### src/hw/rtl/pncm_pkg.sv
// Shared types and constants for the nearest palette color match block.
`default_nettype none

package pncm_pkg;

  // Field widths
  localparam int unsigned COLOR_W = 32;
  localparam int unsigned IDX_W   = 8;
  localparam int unsigned DIST_W  = 18;
  localparam int unsigned SIZE_W  = 9;
  localparam int unsigned CHAN_W  = 8;

  // Stream packing widths
  localparam int unsigned S_DATA_W = 40;
  localparam int unsigned S_USER_W = 2;
  localparam int unsigned M_DATA_W = 64;

  // Distance bound for a qualifying entry and size register reset value
  localparam logic [DIST_W-1:0] DIST_LIMIT = 18'd200000;
  localparam logic [SIZE_W-1:0] SIZE_RESET = 9'd256;

  // Request kinds
  typedef enum logic [1:0] {
    OP_LOAD  = 2'd0,
    OP_MATCH = 2'd1,
    OP_READ  = 2'd2
  } op_e;

  // Data handed from one distance cell to the next
  typedef struct packed {
    logic               valid;
    logic [IDX_W-1:0]   index;
    logic [COLOR_W-1:0] color;
    logic [DIST_W-1:0]  dist_sum;
  } cell_bus_t;

endpackage

`default_nettype wire

### src/hw/rtl/pncm_cell.sv
// One distance cell: adds the squared difference of one color channel.
`default_nettype none

module pncm_cell
  import pncm_pkg::*;
#(
  parameter int unsigned SHIFT = 0
) (
  input  wire logic               clk_i,
  input  wire logic               rst_ni,
  input  wire logic [COLOR_W-1:0] query_i,
  input  wire cell_bus_t          cell_i,
  output cell_bus_t               cell_o
);

  logic [CHAN_W-1:0]   chan_p;
  logic [CHAN_W-1:0]   chan_q;
  logic [CHAN_W-1:0]   diff;
  logic [2*CHAN_W-1:0] sq;
  cell_bus_t           cell_d;
  cell_bus_t           cell_q;

  // Square the channel difference and add it to the running distance
  always_comb begin
    chan_p = cell_i.color[SHIFT +: CHAN_W];
    chan_q = query_i[SHIFT +: CHAN_W];
    diff   = (chan_p > chan_q) ? (chan_p - chan_q) : (chan_q - chan_p);
    sq     = diff * diff;
    cell_d = cell_i;
    cell_d.dist_sum = cell_i.dist_sum + DIST_W'(sq);
  end

  // Advance to the neighbor every cycle
  always_ff @(posedge clk_i or negedge rst_ni) begin
    if (!rst_ni) begin
      cell_q <= '0;
    end else begin
      cell_q <= cell_d;
    end
  end

  assign cell_o = cell_q;

endmodule

`default_nettype wire

### config.mk
export PLATFORM = sky130hd
export DESIGN_NAME = pncm_cell
export DESIGN_NICKNAME = d
export VERILOG_FILES = /design/src/hw/rtl/pncm_pkg.sv /design/src/hw/rtl/pncm_cell.sv
export SDC_FILE = /design/constraint.sdc
export NUM_CORES = 1
export LEC_CHECK = 0
export BUFFER_PORTS_ARGS = -buffer_cell sky130_fd_sc_hd__buf_2
export CAP_MARGIN = 20
export CORE_MARGIN = 3
export CORE_UTILIZATION = 51
export CTS_CLUSTER_DIAMETER = 100
export DETAILED_ROUTE_END_ITERATION = 10
export GPL_TIMING_DRIVEN = 0
export MAX_ROUTING_LAYER = met4
export PLACE_DENSITY = 0.92
export SLEW_MARGIN = 20
export SYNTH_ARGS = -nofsm -noshare
export SYNTH_HDL_FRONTEND = slang
export SYNTH_SLANG_ARGS = --single-unit
### constraint.sdc
create_clock -name clk_i -period 0.8 [get_ports clk_i]
set_input_delay 0.12 -clock clk_i [delete_from_list [all_inputs] [get_ports clk_i]]
set_output_delay 0.12 -clock clk_i [all_outputs]
set_load 0.02 [all_outputs]
Word-level counts from Yosys, hierarchy flattened
Cells that the tools add are included.
{"block": "word_totals", "reg_bits": 59, "latchBits": 0, "mem_bits_rw": 0, "mem_bits_ro": 0, "inputBits": 93, "out_inout_bits": 59, "elab_cells": 10, "memories": 0}
{"block": "op_classes", "add_sub_neg": 3, "multipliers": 1, "div_mod_pow": 0, "order_cmp": 1, "n_eq_ne": 0, "shift": 0, "mux": 1, "n_bitwise": 0, "n_reduce_logical": 0}
{"op": "adder 18 x 16 -> 18 bit", "n": 1}
{"op": "multiplier 8 x 8 -> 16 bit", "n": 1}
{"op": "subtractor 8 bit", "n": 2}
{"op": "greater-than comparator 8 bit", "n": 1}
{"op": "2-to-1 mux 8 bit", "n": 1}

Longest topological paths before layout
Gate-level depths: netlist (run 1).
{"block": "logic_depth", "word_depth": 4, "mapped_depth": 27, "depth_no_buf": 27}

Worst setup path after synthesis (run 1)
No wires, ideal clock.
{"block": "synth_timing", "path_type": "input -> register", "from": "input port query_i[5]", "to": "register cell_q, in the netlist cell_o[14]", "setup_time_ns": 0.132, "t_arrival_ns": 5.860, "required_ns": 0.668, "path_slack_ns": -5.192, "cell_stages": 25, "path_buffers": 1, "cell_sequence": "inv_1 ha_1 buf_6 a21o_1 a211o_1 o21ai_4 mux2i_1 xor2_1 inv_1 nand2_1 fa_1 fa_1 inv_1 ha_1 inv_1 fa_1 inv_1 ha_1 a21o_1 a21o_1 a311oi_2 o221ai_1 a2111oi_0 nor3_1 xor2_1"}
{"element": "from (decl)", "line": "pncm_cell.sv:11", "rtl": "input wire logic [COLOR_W-1:0] query_i,"}
{"element": "to (signal assigned)", "line": "pncm_cell.sv:38", "rtl": "cell_q <= cell_d;"}
{"element": "to (decl)", "line": "pncm_cell.sv:21", "rtl": "cell_bus_t cell_q;"}

==> results.py, run 1 <==
metrics = {
    "run_status": {
        "status": "finished, violations left",
        "violations": "hold timing, setup timing",
    },
    "cells_and_area": {
        "fin_area_um2": 7421,
        "drive_gt1_share_pct": 49.77,
        "area_growth_pct": 69.80,
        "multiInputGateArea_um2": 3228,
        "largest_reg_flops": 59,
        "fin_nets": 828,
        "filler_cell_count": 238,
        "regArea_um2": 1476,
    },
    "placement": {
        "numPortBuffers": 127,
        "placed_area_um2": 5310,
        "dp_hpwl_um": 7784,
        "place_congestion": 0.9161,
    },
    "floorplanning": {
        "io_pins": 152,
        "core.rowCount": 33,
        "die_h_um": 98.57,
        "die_area_um2": 9716,
        "initial_core_util_pct": 52.92,
        "die-width_um": 98.57,
        "fp.coreArea_um2": 8258,
    },
    "synthesis": {
        "synth-async-reset-ratio_pct": 100.0,
        "ys_ff_latch": 59,
        "synth_nets": 592,
        "ys_seq_area_share_pct": 33.78,
        "syn_inst": 402,
        "syn_area_per_cell_um2": 10.87,
        "synthFlopType": "dfrtp_1",
        "ys_warn_count": 0,
        "synth_area_um2": 4370,
        "synth_cell_types": 45,
        "synth_edf_count": 0,
    },
    "route": {
        "drtIter0Drc": 409,
        "viasPerCell": 6.260,
        "ant_nets": 0,
        "dr_total_vias": 4689,
        "first_pass_iters": 5,
        "drt_wl_total_um": 22040,
        "post-route-drc-count": 0,
        "wl_per_cell_um": 29.43,
    },
    "worst_hold_path": {
        "hold_class": "in -> async",
    },
    "sta": {
        "whs_ns": -0.1668,
        "layout_setup_ws_ns": -5.126,
        "relSlewSlack_pct": 47.75,
        "worst_pin_slew_ns": 0.7838,
        "period_needed_ns": 5.926,
        "hold_viol_final": 59,
        "max_freq_mhz": 168.8,
        "setup_viol": 77,
        "slew_violations": 0,
        "rsz0062_at_grt": "true",
        "min_period_over_period_pct": 740.7,
    },
    "clocking": {
        "clockRootBuffer": "clkbuf_8",
        "numClockSinks": 59,
        "cts_buffers": 9,
        "clockBufferDepth": 2,
        "path_clk_slew_ns": 0.08,
        "cts_htree_levels": 3,
        "cts_tree": "done",
    },
    "grt": {
        "grt_overflow_total": 0,
        "grt_pass1_wl_um": 26420,
        "grt.total_usage_pct": 36.97,
        "grt_max_degree": 60,
        "antenna_found_initial": 0,
        "grt_pass1_vias": 4808,
    },
    "worst_setup_path": {
        "arrival_ns": 6.17,
        "end_kind": "register",
        "crit_type": "in -> reg",
        "critPathMaxFanout": 10,
        "critPathRequiredTime_ns": 1.04,
        "start_kind": "primary input",
    },
    "run": {
        "cap_violations": 0,
    },
}
what timing repair did:
action                                  4_1_cts  5_1_grt
cloned                                        0        0
pin swaps                                    49       42
setup buffers                                39       21
hold endpoints to repair                    100       60
hold buffers                                 40        1
endpoints found under the setup margin       76       76
gates resized for setup                     201       68
per-stage QoR:
stage / util (%) / std cells / setup slack, ns / TNS [ns]
4_1_cts: 84.32 / 728 / -4.631 / -73.93
2_1_floorplan: - / 402 / -4.834 / -67.15
3_5_place_dp: 64.30 / 634 / -5.541 / -78.47
5_1_grt: 89.83 / 748 / -5.216 / -87.21
3_3_place_gp: 64.27 / 634 / -5.403 / -99.92
6_report: 89.86 / 749 / -5.126 / -85.21
worst max path at each step:
stage,start,end,slack (ns),depth (start not counted)
after global placement,cell_i[23],cell_o[17]$_DFF_PN0_,-5.40,25
final,query_i[3],cell_o[14]$_DFF_PN0_,-5.13,28
after floorplan,cell_i[23],cell_o[14]$_DFF_PN0_,-4.83,22
after detailed placement,cell_i[18],cell_o[14]$_DFF_PN0_,-5.54,27
after CTS,query_i[4],cell_o[14]$_DFF_PN0_,-4.63,26
after global routing,query_i[3],cell_o[16]$_DFF_PN0_,-5.22,30
cells in the mapped netlist (all sizes together) (5+ instances only):
cell type  count  area share [%]
a21o          13             2.2
buf            5            0.77
a21oi         11             1.3
o21ai         10             1.4
ha            58              17
nand2          8            0.69
xor2          10             2.2
xnor2         16             3.5
mux2i          8             1.8
inv           93             8.0
fa            39              18
a31oi          5            0.86
dfrtp         59              34
nor2          29             2.8
or2            7             1.0
per-layer routing:
layer | vias to the layer above | global-route usage, % | routed length (um) | part of all wire [%]
met5 | - | - | 0 | 0
met4 | 0 | 22.27 | 2521 | 11
met3 | 236 | 8.846 | 2688 | 12
met2 | 488 | 63.65 | 9961 | 45
met1 | 2226 | 38.11 | 6871 | 31
li1 | 1739 | - | - | -
cells in the final DEF (no fill, tap or decap), types with 4 or more instances in the layout:
| master | n |
|---|---|
| dlygate4sd3_1 | 41 |
| o21ai_2 | 4 |
| buf_2 | 63 |
| nor2_2 | 7 |
| fa_2 | 7 |
| nand2_1 | 6 |
| ha_1 | 36 |
| fa_1 | 32 |
| buf_6 | 77 |
| mux2i_4 | 6 |
| dfrtp_1 | 59 |
| xnor2_1 | 8 |
| a21o_1 | 12 |
| inv_1 | 73 |
| inv_4 | 4 |
| xor2_1 | 6 |
| a21oi_1 | 7 |
| xnor2_2 | 6 |
| clkbuf_8 | 10 |
| buf_4 | 44 |
| ha_4 | 19 |
| nor2_4 | 6 |
| inv_2 | 13 |
| nor2_1 | 16 |
critical path, stage by stage:
cell and delay [ns]:
buf_2 0.11, inv_1 0.05, ha_1 0.28, buf_4 0.21, a21oi_4 0.23, a21boi_4 0.08
o21ai_4 0.19, buf_6 0.16, mux2i_4 0.30, xor2_4 0.32, inv_2 0.08, buf_4 0.16
nand2_4 0.08, fa_1 0.48, fa_1 0.58, inv_2 0.07, ha_4 0.27, inv_2 0.04
fa_1 0.54, inv_2 0.06, ha_4 0.22, a21o_1 0.17, a21o_4 0.24, a311oi_4 0.33
o221ai_2 0.20, a2111oi_4 0.37, nor3_2 0.09, xor2_1 0.16
cell families after synthesis:
| group | after synthesis | share of synthesized area (%) |
|---|---|---|
| xor+xnor | 26 | 5.726 |
| fa+ha+maj | 97 | 34.47 |
| simple gates | 60 | 6.728 |
| mux | 8 | 1.832 |
| buf+inv | 99 | 8.846 |
| compound gates | 53 | 8.617 |
| flops | 59 | 33.78 |
area by class of cell:
type,count,area share (%)
Buffer,5,0.6070
Inverter,93,5.075
Tap cell,105,1.770
Antenna cell,1,0.03372
Sequential cell,59,19.90
Multi-Input combinational cell,244,43.50
Clock buffer,11,1.905
Clock inverter,5,0.7081
Timing Repair Buffer,226,26.50
Power of run 1 is left out: the tool's default activity adds up to more than one toggle a clock period on the data nets, which glitch-free logic cannot reach.
==> run 2, diff against run 1 <==
--- a/config.mk
+++ b/config.mk
@@ -7,6 +7,7 @@
 export LEC_CHECK = 0
 export BUFFER_PORTS_ARGS = -buffer_cell sky130_fd_sc_hd__buf_2
 export CAP_MARGIN = 20
+export CORE_ASPECT_RATIO = 1.75
 export CORE_MARGIN = 3
 export CORE_UTILIZATION = 51
 export CTS_CLUSTER_DIAMETER = 100
==> results.py, run 2 (synthesis results as in run 1) <==
metrics = {
    "worst_setup_path": {
        "start_kind": "primary input",
        "crit_path_start": "cell_i[23]",
        "arrival_ns": 6.17,
        "critPathRequiredTime_ns": 1.07,
        "end_kind": "register",
        "critPathMaxFanout": 6,
        "crit_type": "in -> reg",
    },
    "clocking": {
        "clockBufferDepth": 2,
        "clockRootBuffer": "clkbuf_16",
        "cts_hold_buf": 41,
        "path_clk_slew_ns": 0.06,
        "cts_tree": "done",
        "cts_htree_levels": 3,
        "numClockSinks": 59,
        "cts_buffers": 9,
    },
    "route": {
        "drtIter0Drc": 326,
        "ant_nets": 0,
        "dr_total_vias": 4239,
        "first_pass_iters": 5,
        "drt_wl_total_um": 17640,
        "viasPerCell": 5.637,
        "wl_per_cell_um": 23.45,
        "post-route-drc-count": 0,
    },
    "sta": {
        "hold_viol_final": 59,
        "whs_ns": -0.1415,
        "layout_setup_ws_ns": -5.107,
        "max_freq_mhz": 169.3,
        "rsz0062_at_grt": "true",
        "tns_ns": -80.32,
        "relSlewSlack_pct": 47.09,
        "slew_violations": 0,
        "min_period_over_period_pct": 738.4,
        "period_needed_ns": 5.907,
        "worst_pin_slew_ns": 0.7937,
        "setup_viol": 76,
    },
    "placement": {
        "placed_area_um2": 5323,
        "numPortBuffers": 127,
        "dp_hpwl_um": 7630,
        "place_congestion": 1.029,
    },
    "grt": {
        "grt.total_usage_pct": 32.62,
        "grt_max_degree": 60,
        "grt_overflow_total": 0,
        "grt_pass1_vias": 4712,
        "antenna_found_initial": 0,
        "grt_pass1_wl_um": 23470,
    },
    "floorplanning": {
        "io_pins": 152,
        "die_area_um2": 9760,
        "die-width_um": 75.98,
        "core.rowCount": 44,
        "fp.coreArea_um2": 8313,
        "initial_core_util_pct": 52.57,
        "die_h_um": 128.5,
    },
    "cells_and_area": {
        "drive_gt1_share_pct": 48.35,
        "fin_area_um2": 7338,
        "largest_reg_flops": 59,
        "final_common_cell": "buf_6",
        "fin_nets": 822,
        "area_growth_pct": 67.91,
        "diodes": 0,
        "final_cell_mix": "buf_6 (76), inv_1 (72), buf_2 (64)",
    },
    "run_status": {
        "violations": "hold timing, setup timing",
        "status": "finished, violations left",
    },
    "run": {
        "cap_violations": 0,
    },
    "worst_hold_path": {
        "hold_class": "in -> async",
    },
}
## run 2: changes by cell type in the layout (fill, tap and decap cells not counted), sizes merged
cell / change
buf: -6
clkinvlp: +2
bufinv: -1
clkbuf: -1
diode: -1
## run 2: cell type report
class	instances	area [um2]
inverter	93	369.1
fill	326	974.7
timing repair buffer	220	1908
buffer	5	45.04
tap	115	143.9
sequential	59	1476
multi-input combinational	244	3115
clock inverter	6	41.29
clock buffer	10	239.0
## run 2: layer usage
layer  share of wire (%)  GRT usage, %  vias up
met3                 6.6         5.532      116
met1                  32         30.62     2091
li1                    -             -     1726
met4                 7.1         22.52        0
met2                  54         60.04      306
met5                   0             -        -
## run 2: worst paths after layout
kind                                        end  slack (ns)  depth (start not counted)
min in group clk_i          cell_o[0]$_DFF_PN0_        0.03                          2
setup / recovery           cell_o[15]$_DFF_PN0_       -5.11                         25
hold / removal             cell_o[19]$_DFF_PN0_       -0.14                          1
max in group asynchronous  cell_o[48]$_DFF_PN0_        0.41                          1
## run 2: what timing repair did
action / CTS / global route
setup endpoints to repair: 76 / 76
pin swaps: 45 / 37
setup buffers: 42 / 11
endpoints found under the hold margin: 100 / 59
gates resized for setup: 200 / 50
## run 2: stage by stage
step                      utilization [%]  cells  setup slack (ns)
after detailed placement            64.03    644            -5.576
final                               88.28    752            -5.107
after floorplan                         -    402            -4.834
after global routing                88.28    752            -5.219
after global placement              64.00    644            -5.388
after CTS                           85.16    742            -4.724
## run 2: critical path, cell delays in order
cell and delay [ns]:
buf_2 0.13, ha_4 0.24, a21o_1 0.19, a211o_1 0.35, o21ai_4 0.18, buf_12 0.16
buf_12 0.12, mux2i_4 0.28, xnor2_4 0.10, buf_6 0.14, nor2_4 0.18, xor2_1 0.28
ha_1 0.31, fa_1 0.49, fa_1 0.62, inv_1 0.09, fa_1 0.52, inv_1 0.05
ha_2 0.17, a21o_1 0.16, or3_4 0.35, o21a_1 0.20, a221o_1 0.36, a21oi_2 0.23
xnor2_2 0.15
Power of run 2 is left out for the same reason.
==> run 3, diff against run 2 <==
--- a/config.mk
+++ b/config.mk
@@ -14,7 +14,7 @@
 export DETAILED_ROUTE_END_ITERATION = 10
 export GPL_TIMING_DRIVEN = 0
 export MAX_ROUTING_LAYER = met4
-export PLACE_DENSITY = 0.92
+export PLACE_DENSITY_LB_ADDON = 0.2
 export SLEW_MARGIN = 20
 export SYNTH_ARGS = -nofsm -noshare
 export SYNTH_HDL_FRONTEND = slang
==> constraint.sdc (replaced) <==
create_clock -name clk_i -period 0.8 [get_ports clk_i]
set_input_delay 0.08 -clock clk_i [delete_from_list [all_inputs] [get_ports clk_i]]
set_output_delay 0.08 -clock clk_i [all_outputs]
set_load 0.02 [all_outputs]
==> results.py, run 3 (synthesis results as in run 1) <==
metrics = {
    "grt": {
        "grt_pass1_vias": 3993,
        "antenna_found_initial": 0,
        "grt_max_degree": 60,
        "grt_pass1_wl_um": 18580,
        "grt.total_usage_pct": 24.72,
        "grt_overflow_total": 0,
    },
    "worst_setup_path": {
        "start_kind": "primary input",
        "critPathMaxFanout": 7,
        "critical-path-slowest-cell": "fa_2",
        "crit_type": "in -> reg",
        "arrival_ns": 5.69,
        "end_kind": "register",
        "cpPeakStageDelay_ns": 0.62,
        "critPathRequiredTime_ns": 1.05,
        "path_cells": "buf_6 > inv_6 > ha_4 > a21o_1 > a211o_1 > o21ai_4 > buf_12 > mux2i_1 > xnor2_2 > buf_4 > nor2_1 > fa_2 > fa_2 > fa_1 > inv_1 > fa_1 > inv_1 > ha_2 > a21o_1 > or3_4 > o21a_1 > a221o_1 > a21oi_2 > xnor2_1",
    },
    "floorplanning": {
        "io_pins": 152,
        "die_h_um": 128.5,
        "die-width_um": 75.98,
        "core.rowCount": 44,
        "initial_core_util_pct": 52.57,
        "fp.coreArea_um2": 8313,
        "die_area_um2": 9760,
    },
    "placement": {
        "numPortBuffers": 127,
        "dp_hpwl_um": 7191,
        "place_congestion": 0.8506,
    },
    "clocking": {
        "cts_hold_buf": 41,
        "clockRootBuffer": "clkbuf_16",
        "cts_buffers": 9,
        "path_clk_slew_ns": 0.05,
        "clockBufferDepth": 2,
        "cts_tree": "done",
        "cts_htree_levels": 3,
        "numClockSinks": 59,
    },
    "route": {
        "drt_wl_total_um": 11990,
        "wl_per_cell_um": 16.20,
        "dr_total_vias": 3644,
        "first_pass_iters": 4,
        "ant_nets": 0,
        "drtIter0Drc": 112,
        "post-route-drc-count": 0,
        "viasPerCell": 4.924,
    },
    "cells_and_area": {
        "final_cell_mix": "inv_1 (78), buf_6 (71), buf_2 (63)",
        "area_growth_pct": 66.05,
        "filler_cell_count": 363,
        "diodes": 0,
        "drive_gt1_share_pct": 46.40,
        "fin_nets": 812,
        "largest_reg_flops": 59,
        "final_common_cell": "inv_1",
        "multiInputGateArea_um2": 3133,
        "regArea_um2": 1476,
    },
    "sta": {
        "tns_ns": -69.84,
        "max_freq_mhz": 183.8,
        "layout_setup_ws_ns": -4.642,
        "worst_pin_slew_ns": 0.7394,
        "whs_ns": -0.1776,
        "hold_viol_final": 60,
        "rsz0062_at_grt": "true",
        "relSlewSlack_pct": 50.71,
        "period_needed_ns": 5.442,
        "slew_violations": 0,
        "setup_viol": 75,
        "min_period_over_period_pct": 680.2,
    },
    "worst_hold_path": {
        "hold_class": "in -> async",
    },
    "run": {
        "cap_violations": 0,
    },
    "run_status": {
        "violations": "hold timing, setup timing",
        "status": "finished, violations left",
    },
}
[run 3: cell count changes in the layout (fill, tap and decap cells not counted), sizes merged]
cell,change
buf,-10
clkinvlp,-3
bufinv,+1
clkbuf,+1
clkinv,-1
[run 3: metal layers]
metal  GRT usage (%)  part of all wire, %
met1           24.35                   34
met2           46.60                   58
met3           4.622                  4.8
met4           11.53                  3.2
met5               -                    0
[run 3: what timing repair did]
item | 4_1_cts | 5_1_grt
setup endpoints to repair | 76 | 76
endpoints found under the hold margin | 101 | 59
setup buffers | 38 | 5
pin swaps | 41 | 27
resized for setup | 176 | 60
[run 3: final timing paths]
path	startpoint	to	cells past startpoint
max	query_i[5]	cell_o[15]$_DFF_PN0_	24
min	rst_ni	cell_o[5]$_DFF_PN0_	1
max in group asynchronous	rst_ni	cell_o[54]$_DFF_PN0_	1
min in group clk_i	cell_i[1]	cell_o[1]$_DFF_PN0_	2
[run 3: final cells by class]
class                   count  share of cell area [%]
clock inverters             3                  0.5517
inverters                  93                   5.052
repair buffers            210                   24.93
well taps                 115                   1.983
plain buffers               5                  0.6207
clock buffers              11                   3.345
multi-input cells         244                   43.17
flip-flops and latches     59                   20.34
[run 3: worst max-delay path, delay by kind of cell]
kind                     cells  cell delay (ns)
buffers and inverters        6             0.60
adder cells (fa/ha/maj)      6             2.46
AND/OR/NAND/NOR              2             0.42
AO/OA/AOI/OAI                7             1.53
XOR/XNOR                     2             0.31
multiplexers                 1             0.31
[run 3: metrics by stage]
step	std cells	setup WS [ns]	utilization [%]	hold slack, ns	instance area, um2
CTS	736	-4.573	83.53	-0.1510	6944
finish	740	-4.642	87.30	-0.1776	7257
global route	740	-4.800	87.30	-0.1200	7257
floorplan	402	-4.794	-	-0.2156	4541
detailed placement	644	-5.623	64.03	0.1862	5323
global placement	644	-5.483	64.00	0.1875	5320
Power of run 3 is left out for the same reason.
